$ cat config.mk
export PLATFORM = sky130hd
export DESIGN_NAME = sha256_stream_hasher
export DESIGN_NICKNAME = d
export VERILOG_FILES = /design/src/hdl/sha_pkg.sv /design/src/hdl/sha256_stream_hasher.sv /design/src/hdl/sha_front.sv /design/src/hdl/sha_compress.sv /design/src/hdl/sha_back.sv
export SDC_FILE = /design/constraint.sdc
export NUM_CORES = 2
export LEC_CHECK = 0
export BUFFER_PORTS_ARGS = -buffer_cell sky130_fd_sc_hd__buf_2
export CAP_MARGIN = 15
export CORE_ASPECT_RATIO = 1.5
export CORE_MARGIN = 2
export CORE_UTILIZATION = 49
export DETAILED_ROUTE_END_ITERATION = 8
export SLEW_MARGIN = 20
export SYNTH_ARGS = -nofsm -noshare
export SYNTH_HDL_FRONTEND = slang
export SYNTH_SLANG_ARGS = --single-unit
$ cat constraint.sdc
create_clock -name clk -period 20.5 [get_ports clk]
set_input_delay 2.05 -clock clk [delete_from_list [all_inputs] [get_ports clk]]
set_output_delay 2.05 -clock clk [all_outputs]
set_load 0.01 [all_outputs]
$ cat src/hdl/sha_pkg.sv
// shared types, round constants and initial hash values of the sha-256 hasher
`default_nettype none
package sha_pkg;

  typedef struct packed {
    logic [7:0] data_byte;
    logic       byte_valid;
    logic       last_byte;
  } in_item_t;

  typedef struct packed {
    logic [31:0] digest_word;
    logic [2:0]  word_index;
    logic        last_word;
  } out_item_t;

  // classified request held in the queue between front and back
  typedef struct packed {
    logic [7:0] data;
    logic       has_byte;
    logic       is_last;
  } q_entry_t;

  typedef struct packed {
    logic start;
    logic init;
  } comp_ctrl_t;

  typedef struct packed {
    logic busy;
    logic start;
  } back_status_t;

  localparam logic [7:0] PAD_BYTE   = 8'h80;
  localparam logic [6:0] LEN_OFFSET = 7'd56;
  localparam logic [6:0] BLOCK_BYTES = 7'd64;

  function automatic logic [31:0] init_word(input logic [2:0] i);
    logic [31:0] v;
    unique case (i)
      3'd0: v = 32'h6a09e667;
      3'd1: v = 32'hbb67ae85;
      3'd2: v = 32'h3c6ef372;
      3'd3: v = 32'ha54ff53a;
      3'd4: v = 32'h510e527f;
      3'd5: v = 32'h9b05688c;
      3'd6: v = 32'h1f83d9ab;
      3'd7: v = 32'h5be0cd19;
    endcase
    return v;
  endfunction

  function automatic logic [31:0] round_const(input logic [5:0] r);
    logic [31:0] k;
    unique case (r)
      6'd0:  k = 32'h428a2f98;  6'd1:  k = 32'h71374491;
      6'd2:  k = 32'hb5c0fbcf;  6'd3:  k = 32'he9b5dba5;
      6'd4:  k = 32'h3956c25b;  6'd5:  k = 32'h59f111f1;
      6'd6:  k = 32'h923f82a4;  6'd7:  k = 32'hab1c5ed5;
      6'd8:  k = 32'hd807aa98;  6'd9:  k = 32'h12835b01;
      6'd10: k = 32'h243185be;  6'd11: k = 32'h550c7dc3;
      6'd12: k = 32'h72be5d74;  6'd13: k = 32'h80deb1fe;
      6'd14: k = 32'h9bdc06a7;  6'd15: k = 32'hc19bf174;
      6'd16: k = 32'he49b69c1;  6'd17: k = 32'hefbe4786;
      6'd18: k = 32'h0fc19dc6;  6'd19: k = 32'h240ca1cc;
      6'd20: k = 32'h2de92c6f;  6'd21: k = 32'h4a7484aa;
      6'd22: k = 32'h5cb0a9dc;  6'd23: k = 32'h76f988da;
      6'd24: k = 32'h983e5152;  6'd25: k = 32'ha831c66d;
      6'd26: k = 32'hb00327c8;  6'd27: k = 32'hbf597fc7;
      6'd28: k = 32'hc6e00bf3;  6'd29: k = 32'hd5a79147;
      6'd30: k = 32'h06ca6351;  6'd31: k = 32'h14292967;
      6'd32: k = 32'h27b70a85;  6'd33: k = 32'h2e1b2138;
      6'd34: k = 32'h4d2c6dfc;  6'd35: k = 32'h53380d13;
      6'd36: k = 32'h650a7354;  6'd37: k = 32'h766a0abb;
      6'd38: k = 32'h81c2c92e;  6'd39: k = 32'h92722c85;
      6'd40: k = 32'ha2bfe8a1;  6'd41: k = 32'ha81a664b;
      6'd42: k = 32'hc24b8b70;  6'd43: k = 32'hc76c51a3;
      6'd44: k = 32'hd192e819;  6'd45: k = 32'hd6990624;
      6'd46: k = 32'hf40e3585;  6'd47: k = 32'h106aa070;
      6'd48: k = 32'h19a4c116;  6'd49: k = 32'h1e376c08;
      6'd50: k = 32'h2748774c;  6'd51: k = 32'h34b0bcb5;
      6'd52: k = 32'h391c0cb3;  6'd53: k = 32'h4ed8aa4a;
      6'd54: k = 32'h5b9cca4f;  6'd55: k = 32'h682e6ff3;
      6'd56: k = 32'h748f82ee;  6'd57: k = 32'h78a5636f;
      6'd58: k = 32'h84c87814;  6'd59: k = 32'h8cc70208;
      6'd60: k = 32'h90befffa;  6'd61: k = 32'ha4506ceb;
      6'd62: k = 32'hbef9a3f7;  6'd63: k = 32'hc67178f2;
    endcase
    return k;
  endfunction

endpackage
`default_nettype wire

$ cat src/hdl/sha256_stream_hasher.sv
// top level of the byte-serial sha-256 hasher
// Byte-serial SHA-256 hasher. Each request carries one message byte (byte_valid) and may
// end the message (last_byte); a request with neither is dropped. Requests enter a short
// queue and are taken at up to one per cycle into a 64-byte block buffer; a full block
// goes to the round engine (load, 64 rounds, chaining add), and the buffer refills
// during compression. On the end of a message the back end inserts 9 to 72 padding
// and length bytes at one per cycle while the buffer has room, waits for the final
// compression, then presents the eight digest words, index 0 first, one per pop; the
// next message may already stream in while the words are drained. The hasher then
// starts again from the initial vector.
`default_nettype none
module sha256_stream_hasher #(
  parameter int QUEUE_DEPTH = 4
) (
  input  logic               clk,
  input  logic               rst,
  input  logic               push,
  output logic               full,
  input  sha_pkg::in_item_t  item,
  output logic               empty,
  input  logic               pop,
  output sha_pkg::out_item_t result
);
  import sha_pkg::*;

  logic         q_valid;
  q_entry_t     q_data;
  logic         q_pop;
  back_status_t status;

  sha_front #(
    .DEPTH (QUEUE_DEPTH)
  ) u_front (
    .clk     (clk),
    .rst     (rst),
    .push    (push),
    .full    (full),
    .item    (item),
    .q_valid (q_valid),
    .q_data  (q_data),
    .q_pop   (q_pop)
  );

  sha_back u_back (
    .clk     (clk),
    .rst     (rst),
    .q_valid (q_valid),
    .q_data  (q_data),
    .q_pop   (q_pop),
    .empty   (empty),
    .pop     (pop),
    .result  (result),
    .status  (status)
  );

  // the engine is never restarted mid-block
  assert property (@(posedge clk) disable iff (rst) status.start |-> !status.busy)
    else $error("round engine started while busy");

  // words come out in order without gaps
  assert property (@(posedge clk) disable iff (rst)
    (pop && !empty && !result.last_word) |=>
      (!empty && result.word_index == 3'($past(result.word_index) + 3'd1)))
    else $error("digest word order broken");

  // a new digest never follows the last word in the very next cycle
  assert property (@(posedge clk) disable iff (rst)
    (pop && !empty && result.last_word) |=> empty)
    else $error("digest output not drained after last word");

  // the queue only hands over requests it holds
  assert property (@(posedge clk) disable iff (rst) q_pop |-> q_valid)
    else $error("queue popped while empty");

endmodule
`default_nettype wire

$ cat src/hdl/sha_front.sv
// input side: accepts requests, drops empty ones, queues the rest for the back end
`default_nettype none
module sha_front #(
  parameter int DEPTH = 4
) (
  input  logic              clk,
  input  logic              rst,
  input  logic              push,
  output logic              full,
  input  sha_pkg::in_item_t item,
  output logic              q_valid,
  output sha_pkg::q_entry_t q_data,
  input  logic              q_pop
);
  import sha_pkg::*;

  localparam int PW = $clog2(DEPTH);
  localparam int CW = $clog2(DEPTH + 1);

  q_entry_t          slots [DEPTH];
  logic [PW-1:0]     wr_ptr;
  logic [PW-1:0]     rd_ptr;
  logic [CW-1:0]     count;
  logic              keep;

  assign full    = (count == CW'(DEPTH));
  assign q_valid = (count != '0);
  assign q_data  = slots[rd_ptr];
  // a request that is neither a byte nor an end leaves no trace
  assign keep    = push && !full && (item.byte_valid || item.last_byte);

  always_ff @(posedge clk) begin
    if (rst) begin
      wr_ptr <= '0;
      rd_ptr <= '0;
      count  <= '0;
    end else begin
      if (keep) begin
        wr_ptr <= (wr_ptr == PW'(DEPTH - 1)) ? '0 : wr_ptr + 1'b1;
      end
      if (q_pop) begin
        rd_ptr <= (rd_ptr == PW'(DEPTH - 1)) ? '0 : rd_ptr + 1'b1;
      end
      if (keep && !q_pop) begin
        count <= count + 1'b1;
      end else if (!keep && q_pop) begin
        count <= count - 1'b1;
      end
    end
  end

  always_ff @(posedge clk) begin
    if (keep) begin
      slots[wr_ptr].data     <= item.data_byte;
      slots[wr_ptr].has_byte <= item.byte_valid;
      slots[wr_ptr].is_last  <= item.last_byte;
    end
  end

endmodule
`default_nettype wire

$ cat src/hdl/sha_compress.sv
// sha-256 round engine: one round per cycle plus a chaining add
`default_nettype none
module sha_compress (
  input  logic                 clk,
  input  logic                 rst,
  input  sha_pkg::comp_ctrl_t  ctrl,
  input  logic [511:0]         block,
  output logic                 busy,
  output logic [7:0][31:0]     chain
);
  import sha_pkg::*;

  typedef enum logic [2:0] {
    C_IDLE  = 3'b001,
    C_ROUND = 3'b010,
    C_ADD   = 3'b100
  } cstate_t;

  cstate_t     state;
  logic [5:0]  round;
  logic [31:0] w [16];
  logic [31:0] v [8];
  logic [31:0] w_new;
  logic [31:0] t1;
  logic [31:0] t2;

  function automatic logic [31:0] rotr(input logic [31:0] x, input int n);
    return (x >> n) | (x << (32 - n));
  endfunction

  assign busy = (state != C_IDLE);

  always_comb begin
    w_new = w[0]
          + (rotr(w[1], 7) ^ rotr(w[1], 18) ^ (w[1] >> 3))
          + w[9]
          + (rotr(w[14], 17) ^ rotr(w[14], 19) ^ (w[14] >> 10));
    t1 = v[7] + (rotr(v[4], 6) ^ rotr(v[4], 11) ^ rotr(v[4], 25))
       + ((v[4] & v[5]) ^ (~v[4] & v[6])) + round_const(round) + w[0];
    t2 = (rotr(v[0], 2) ^ rotr(v[0], 13) ^ rotr(v[0], 22))
       + ((v[0] & v[1]) ^ (v[0] & v[2]) ^ (v[1] & v[2]));
  end

  always_ff @(posedge clk) begin
    if (rst) begin
      state <= C_IDLE;
      round <= '0;
      for (int i = 0; i < 8; i++) begin
        chain[i] <= init_word(3'(i));
      end
    end else begin
      unique case (state)
        C_IDLE: begin
          if (ctrl.init) begin
            for (int i = 0; i < 8; i++) begin
              chain[i] <= init_word(3'(i));
            end
          end
          if (ctrl.start) begin
            round <= '0;
            state <= C_ROUND;
          end
        end
        C_ROUND: begin
          round <= round + 1'b1;
          if (round == 6'd63) begin
            state <= C_ADD;
          end
        end
        C_ADD: begin
          for (int i = 0; i < 8; i++) begin
            chain[i] <= chain[i] + v[i];
          end
          state <= C_IDLE;
        end
        default: state <= C_IDLE;
      endcase
    end
  end

  always_ff @(posedge clk) begin
    if (state == C_IDLE && ctrl.start) begin
      for (int i = 0; i < 16; i++) begin
        w[i] <= block[511 - 32 * i -: 32];
      end
      for (int i = 0; i < 8; i++) begin
        v[i] <= chain[i];
      end
    end else if (state == C_ROUND) begin
      // w[0] is always the schedule word of the current round
      for (int i = 0; i < 15; i++) begin
        w[i] <= w[i + 1];
      end
      w[15] <= w_new;
      v[7] <= v[6];
      v[6] <= v[5];
      v[5] <= v[4];
      v[4] <= v[3] + t1;
      v[3] <= v[2];
      v[2] <= v[1];
      v[1] <= v[0];
      v[0] <= t1 + t2;
    end
  end

endmodule
`default_nettype wire

$ cat src/hdl/sha_back.sv
// back end: block buffer, padding sequencer, round engine hookup and digest output
`default_nettype none
module sha_back (
  input  logic                  clk,
  input  logic                  rst,
  input  logic                  q_valid,
  input  sha_pkg::q_entry_t     q_data,
  output logic                  q_pop,
  output logic                  empty,
  input  logic                  pop,
  output sha_pkg::out_item_t    result,
  output sha_pkg::back_status_t status
);
  import sha_pkg::*;

  typedef enum logic [4:0] {
    B_RUN    = 5'b00001,
    B_PAD80  = 5'b00010,
    B_PADZ   = 5'b00100,
    B_LEN    = 5'b01000,
    B_FINISH = 5'b10000
  } bstate_t;

  bstate_t          state;
  bstate_t          state_next;
  logic [6:0]       fill;
  logic [511:0]     blk_buf;
  logic [60:0]      msg_count;
  logic [2:0]       len_idx;
  logic [63:0]      len_bits;
  logic [7:0][31:0] dig;
  logic [2:0]       out_idx;
  logic             out_busy;

  logic             comp_busy;
  logic [7:0][31:0] chain;
  comp_ctrl_t       ctrl;
  logic             start_now;
  logic             finish_now;
  logic             can_push;
  logic             push_en;
  logic [7:0]       push_byte;
  logic             count_inc;

  sha_compress u_compress (
    .clk   (clk),
    .rst   (rst),
    .ctrl  (ctrl),
    .block (blk_buf),
    .busy  (comp_busy),
    .chain (chain)
  );

  // a full buffer hands off to the idle engine and can take a byte in the same cycle
  assign start_now  = (fill == BLOCK_BYTES) && !comp_busy;
  assign can_push   = (fill != BLOCK_BYTES) || start_now;
  assign ctrl.start = start_now;
  assign ctrl.init  = finish_now;
  assign len_bits   = {msg_count, 3'b000};

  always_comb begin
    state_next = state;
    push_en    = 1'b0;
    push_byte  = '0;
    q_pop      = 1'b0;
    count_inc  = 1'b0;
    finish_now = 1'b0;
    unique case (state)
      B_RUN: begin
        if (q_valid) begin
          if (q_data.has_byte) begin
            if (can_push) begin
              push_en   = 1'b1;
              push_byte = q_data.data;
              q_pop     = 1'b1;
              count_inc = 1'b1;
              if (q_data.is_last) begin
                state_next = B_PAD80;
              end
            end
          end else begin
            q_pop = 1'b1;
            if (q_data.is_last) begin
              state_next = B_PAD80;
            end
          end
        end
      end
      B_PAD80: begin
        if (can_push) begin
          push_en    = 1'b1;
          push_byte  = PAD_BYTE;
          state_next = B_PADZ;
        end
      end
      B_PADZ: begin
        if (fill == LEN_OFFSET) begin
          state_next = B_LEN;
        end else if (can_push) begin
          push_en = 1'b1;
        end
      end
      B_LEN: begin
        if (can_push) begin
          push_en   = 1'b1;
          // big-endian bit length, top byte first
          push_byte = 8'(len_bits >> {3'd7 - len_idx, 3'b000});
          if (len_idx == 3'd7) begin
            state_next = B_FINISH;
          end
        end
      end
      B_FINISH: begin
        // fill is zero only once the last block went to the engine
        if (fill == '0 && !comp_busy && !out_busy) begin
          finish_now = 1'b1;
          state_next = B_RUN;
        end
      end
      default: state_next = B_RUN;
    endcase
  end

  always_ff @(posedge clk) begin
    if (rst) begin
      state     <= B_RUN;
      fill      <= '0;
      msg_count <= '0;
      len_idx   <= '0;
      out_idx   <= '0;
      out_busy  <= 1'b0;
    end else begin
      state <= state_next;
      fill  <= (start_now ? 7'd0 : fill) + {6'd0, push_en};
      if (finish_now) begin
        msg_count <= '0;
      end else if (count_inc) begin
        msg_count <= msg_count + 1'b1;
      end
      if (state == B_LEN && push_en) begin
        len_idx <= len_idx + 1'b1;
      end
      if (finish_now) begin
        out_idx  <= '0;
        out_busy <= 1'b1;
      end else if (pop && out_busy) begin
        out_idx <= out_idx + 1'b1;
        if (out_idx == 3'd7) begin
          out_busy <= 1'b0;
        end
      end
    end
  end

  always_ff @(posedge clk) begin
    if (push_en) begin
      blk_buf <= {blk_buf[503:0], push_byte};
    end
    if (finish_now) begin
      dig <= chain;
    end else if (pop && out_busy) begin
      dig <= {dig[0], dig[7:1]};
    end
  end

  assign empty              = !out_busy;
  assign result.digest_word = dig[0];
  assign result.word_index  = out_idx;
  assign result.last_word   = (out_idx == 3'd7);
  assign status.busy        = comp_busy;
  assign status.start       = start_now;

endmodule
`default_nettype wire
# After elaboration in Yosys (flattened, before gate mapping)
# Memory sizes are Yosys's and may differ from the RTL's. A register that Yosys moved wholly into a read port is not among the register bits.
# Cells that the tools add are included.
# word_totals
ff_bits	1120
latch_bits	0
ram_bits	808
romBits	2048
input_bits	14
out_inout_bits	38
word_cells	250
n_memories	4
# mem_list
memory	depth	width	rd	rd_clocked_by_memory_dff	write_ports	line_no	text
(name not given)	64	32	1	1	0	sha_pkg.sv:55	unique case (r)
u_back.u_compress.w	16	32	16	0	16	sha_compress.sv:21	logic [31:0] w [16];
u_back.u_compress.v	8	32	8	0	8	sha_compress.sv:22	logic [31:0] v [8];
u_front.slots	4	10	1	1	1	sha_front.sv:20	q_entry_t slots [DEPTH];
# op_classes
add_sub_neg	28
n_mul	0
n_div	0
order_cmp	0
n_eq_ne	28
shifts	1
muxes	79
bitwise	51
reduce_logical	31
# ops
op	n
$mux W256	3
$mux W32	24
$add A32 B32 Y32	18
$pmux W256 S2	1
$xor A32 B32 Y32	9
$and A32 B32 Y32	5
$shr A64 B6 Y8	1
$add A61 B1 Y61 const B	1
$mux W5	9
$mux W8	5
$not A32 Y32	1
$or A10 B32 Y32	1
$or A13 B32 Y32	1
$or A14 B32 Y32	1
$or A15 B32 Y32	1
$or A19 B32 Y32	1
$or A21 B32 Y32	1
$or A25 B32 Y32	1
$or A26 B32 Y32	1
$or A30 B32 Y32	1
$or A7 B32 Y32	1
$xor A32 B22 Y32	1
$xor A32 B29 Y32	1
$pmux W5 S5	1
42 further kinds	128

# Depth between registers and ports, before layout
# depth
word_depth	11
ltp_mapped	37
depth_no_buf	36

# Modules after synthesis
# A second synthesis with hierarchy kept.
# hier_totals
hier_cells	9627
area_unflattened_um2	102682.2
# by_module_without_submodules
mod	instances	cells_each	area_per_inst_um2	seq_area_each_um2
sha_compress	1	7889	69773.2	29007.8
sha_back	1	1635	30976.0	24663.7
sha_front	1	103	1933.1	1381.3

# Worst setup path before layout
# Ideal clock, no wire load.
# synth_path
path_type	register to register
from	reg u_back.u_compress.state[2]
to	reg (tool-made name)
setup_time_ns	0.116
arrival_ns	18.659
required_time_ns	20.384
setup_slack_ns	1.725
path_stages_with_launch	10
path_buffers	3
synth_period_minus_slack_ns	18.775
cell_sequence	dfxtp_1 -> buf_6 -> or3b_4 -> o41a_1 -> inv_1 -> a311o_1 -> clkinv_1 -> clkbuf_1 -> clkbuf_1 -> a31o_2
# synth_rtl
element	line_no	text
from (decl)	sha_compress.sv:19	cstate_t state;
from (signal assigned)	sha_compress.sv:46	state <= C_IDLE;
from (signal assigned)	sha_compress.sv:61	state <= C_ROUND;
from (signal assigned)	sha_compress.sv:67	state <= C_ADD;

==> summary.md <==
| Metric | Value |
|---|---|
| Post-synth ARST share | 0% |
| Vias in the first global route | 75126 |
| Share of cells above drive strength 1 | 5.58% |
| YS warnings | 0 |
| GRT overflow | 0 |
| Die area | 213000 µm² |
| Setup slack, reg-to-reg | 11.35 ns |
| TritonCTS buffer count | 199 |
| Slowest-stage cell, CP | edfxtp_1 |
| Least-Margin Pin Slew | 1.22 ns |
| Max Cap Viol | 0 |
| Maximum clock frequency | 109 MHz |
| Routed WL | 337000 µm |
| CTS tree | done |
| Unique masters post-synth | 109 |
| Post-Synthesis Cell Area | 102000 µm² |
| Mean post-synth cell area | 10.1 µm² |
| Post-synthesis adder-cell area fraction | 8.78% |
| Hpwl dp | 239000 µm |
| Post-synthesis mux area share | 1.07% |
| # setup viols final | 0 |
| Total track usage | 31.4% |
| Post-synthesis compound-gate area fraction | 10.4% |
| Die W | 377 µm |
| Cells on worst reg2reg path | 35 |
| Static leakage | 44.4 nW |
| Cell Count Post-Placement | 12449 |
| Clock Sink Count | 1962 |
| Critical Path AT | 9.71 ns |
| Largest net degree at the start of global routing | 182 |
| Simple-Gate Fraction of Synth Area | 17.0% |
| Startpoint types | flop |
| Vias per cell | 5.82 |
| Pwr per Cell Area | 84.0 nW/µm² |
| Slew Limit Fails | 0 |
| Global-route wire length before repair | 492000 µm |
| I/O pins | 52 |
| WHS Path Cells | 0 |
| Setup TNS | 0 ns |
| Largest family of logic cells by synthesized area | simple AND/OR/NAND/NOR gates |
| Most frequent cells in the layout | 3207 x nand2_1, 1576 x edfxtp_1, 528 x a21oi_1, 472 x o21ai_0, 411 x nor2_1 |
| Commonest non-fill, non-tap cell in the layout | nand2_1 |
| Slowest stage delay, CP | 0.63 ns |
| EDFF count, synth | 1576 |
| Unrepaired setup endpoints after global routing | no |
| Area leader, netlist | edfxtp_1 |
| Kind of end point of the critical path | flop |
| WL per Instance | 26.2 µm |
| Post-CTS sizing | 0 |
| CORE AREA | 208000 µm² |
| Syn nets | 10759 |
| Root Buffer Master | clkbuf_16 |
| Crit Reg-Reg Startpoint | u_back.u_compress.v[0][154]$_DFFE_PP_ |
| Antenna violations before repair | 13 |
| Buffer levels on the longest clock path | 4 |
| Final hold violation count | 0 |
| Chip Height | 564 µm |
| Critical path class | reg2reg |
| Port bufs | 51 |
| Reg clk slew, reported paths | 0.06 ns |
| Synthesized instance count | 10147 |
| Synth top area share | 46.3% |
| Hold Startpoint | u_back.blk_buf[407]$_DFFE_PP_ |
| Worst Skew | 0.0775 ns |
| Final ANT Viol Nets | 0 |
| CP Max Fanout | 6 |
| Hold_buf cts | 0 |
| RePlAce Congestion | 0.989 |
| Worst setup startpoint | u_back.u_compress.v[0][154]$_DFFE_PP_ |
| Fill cells | 18625 |
| Worst hold path class | reg2reg |
| Final WS setup | 11.35 ns |
| Final Non-Filler Cells | 12831 |
| Synth Register Bits | 1962 |
| Setup Buffers After CTS | 0 |
| Remaining DRCs | 0 |
| Peak supply drop | 129 µV |
| Required time of the worst setup path | 21.06 ns |
| Synthesis-to-finish area growth | 8.60% |
| Slew headroom | 19.0% |
| Crit share post-route | 44.6% |
| Row count | 205 |
| Worst Hold Path EP | u_back.blk_buf[415]$_DFFE_PP_ |
| FF-to-FF End | u_back.u_compress.v[0][30]$_DFFE_PP_ |
| Vias post-DR | 74650 |
| Prevailing post-synth register cell | edfxtp_1 |
| Xor and xnor fraction of the mapped netlist area | 5.39% |
| Net count reported at finish | 10571 |
| Starting Density | 49.2% |
| Status | finished clean |
| DR iter-0 viols | 5888 |
| Detailed Routing Iterations Pass 1 | 9 |
| Period minus WS final | 9.15 ns |
| Register area share after synthesis | 53.8% |
| Place WS | 11.42 ns |
| Most area-consuming cells after synthesis | edfxtp_1 46%, nand2_1 12%, dfxtp_1 7.6% |
| Worst skew pair latency | 0.89 ns |
| H-tree levels | 4 |
power by group:
part | internal (mW) | switching, mW
logic | 0.128 | 0.425
clock network | 2.07 | 1.62
registers | 4.88 | 0.199
synthesized netlist by cell type, drive strengths merged, types with 102 or more instances:
cell    number
dfxtp      386
nand2     3216
inv        347
a21o       201
xor2       241
buf        102
nor3       144
nor2       424
ha         402
a21oi      530
o21ai      500
fa         196
edfxtp    1576
nand3      181
xnor2      383
clkbuf     432
cells by family after synthesis:
family,after synthesis
buffers and inverters,884
multiplexers,78
flip-flops,1962
AND/OR/NAND/NOR,4270
adder cells (fa/ha/maj),601
AO/OA/AOI/OAI,1726
XOR/XNOR,626
how the worst max path moves through the flow:
stage / end / cells past startpoint
6_report: u_back.u_compress.v[0][30]$_DFFE_PP_ / 35
5_1_grt: u_back.u_compress.v[0][30]$_DFFE_PP_ / 32
4_1_cts: u_back.u_compress.v[0][30]$_DFFE_PP_ / 35
3_5_place_dp: u_back.u_compress.v[0][30]$_DFFE_PP_ / 35
3_3_place_gp: u_back.u_compress.v[0][30]$_DFFE_PP_ / 35
2_1_floorplan: flop / 9
cell type report:
cell class | count | area (µm²) | share of cell area (%)
Sequential cell | 1962 | 55100 | 49.6
Antenna cell | 18 | 45.0 | 0.0405
Inverter | 350 | 1330 | 1.20
Clock buffer | 268 | 5430 | 4.89
Tap cell | 2691 | 3370 | 3.03
Multi-Input combinational cell | 7301 | 43800 | 39.4
Timing Repair Buffer | 145 | 1080 | 0.972
Clock inverter | 96 | 992 | 0.893
metrics by stage:
stage / cell area (µm²) / total power, mW / utilization, % / hold WS, ns
6_report: 111000 / 9.33 / 53.5 / 0.405
3_5_place_dp: 105000 / 5.73 / 50.4 / 0.431
5_1_grt: 111000 / 9.62 / 53.5 / 0.427
4_1_cts: 111000 / 9.40 / 53.4 / 0.406
3_3_place_gp: 105000 / 5.71 / 50.4 / 0.430
2_1_floorplan: 102000 / 5.72 / - / 0.426
critical path, delay by kind of cell, from the launching register on:
family | cells | cell delay (ns)
AO/OA/AOI/OAI | 16 | 3.34
XOR/XNOR | 4 | 1.15
adder cells (fa/ha/maj) | 7 | 2.86
buffers and inverters | 5 | 0.34
flip-flops | 1 | 0.63
AND/OR/NAND/NOR | 3 | 0.51
metal layers:
layer | wire [µm] | global-route usage, % | vias to the layer above
li1 | - | - | 34538
met1 | 119000 | 33.9 | 36907
met2 | 175000 | 57.0 | 2351
met3 | 15600 | 3.74 | 848
met4 | 27700 | 21.7 | 6
met5 | 35 | 0 | -
registers in the layout (all words and copies together) (netlist names), 3 cells and up, named ones only:
signal and count:
u_back.blk_buf 512, u_back.dig 224, u_back.fill 7, u_back.len_idx 3, u_back.msg_count 61, u_back.out_idx 3
u_back.result 32, u_back.state 5, u_back.u_compress.chain 256, u_back.u_compress.round 6, u_back.u_compress.state 3, u_back.u_compress.v 256
u_back.u_compress.w 512, u_front.count 3, u_front.slots 40
Note: power is estimated with default switching activity, not from simulation.
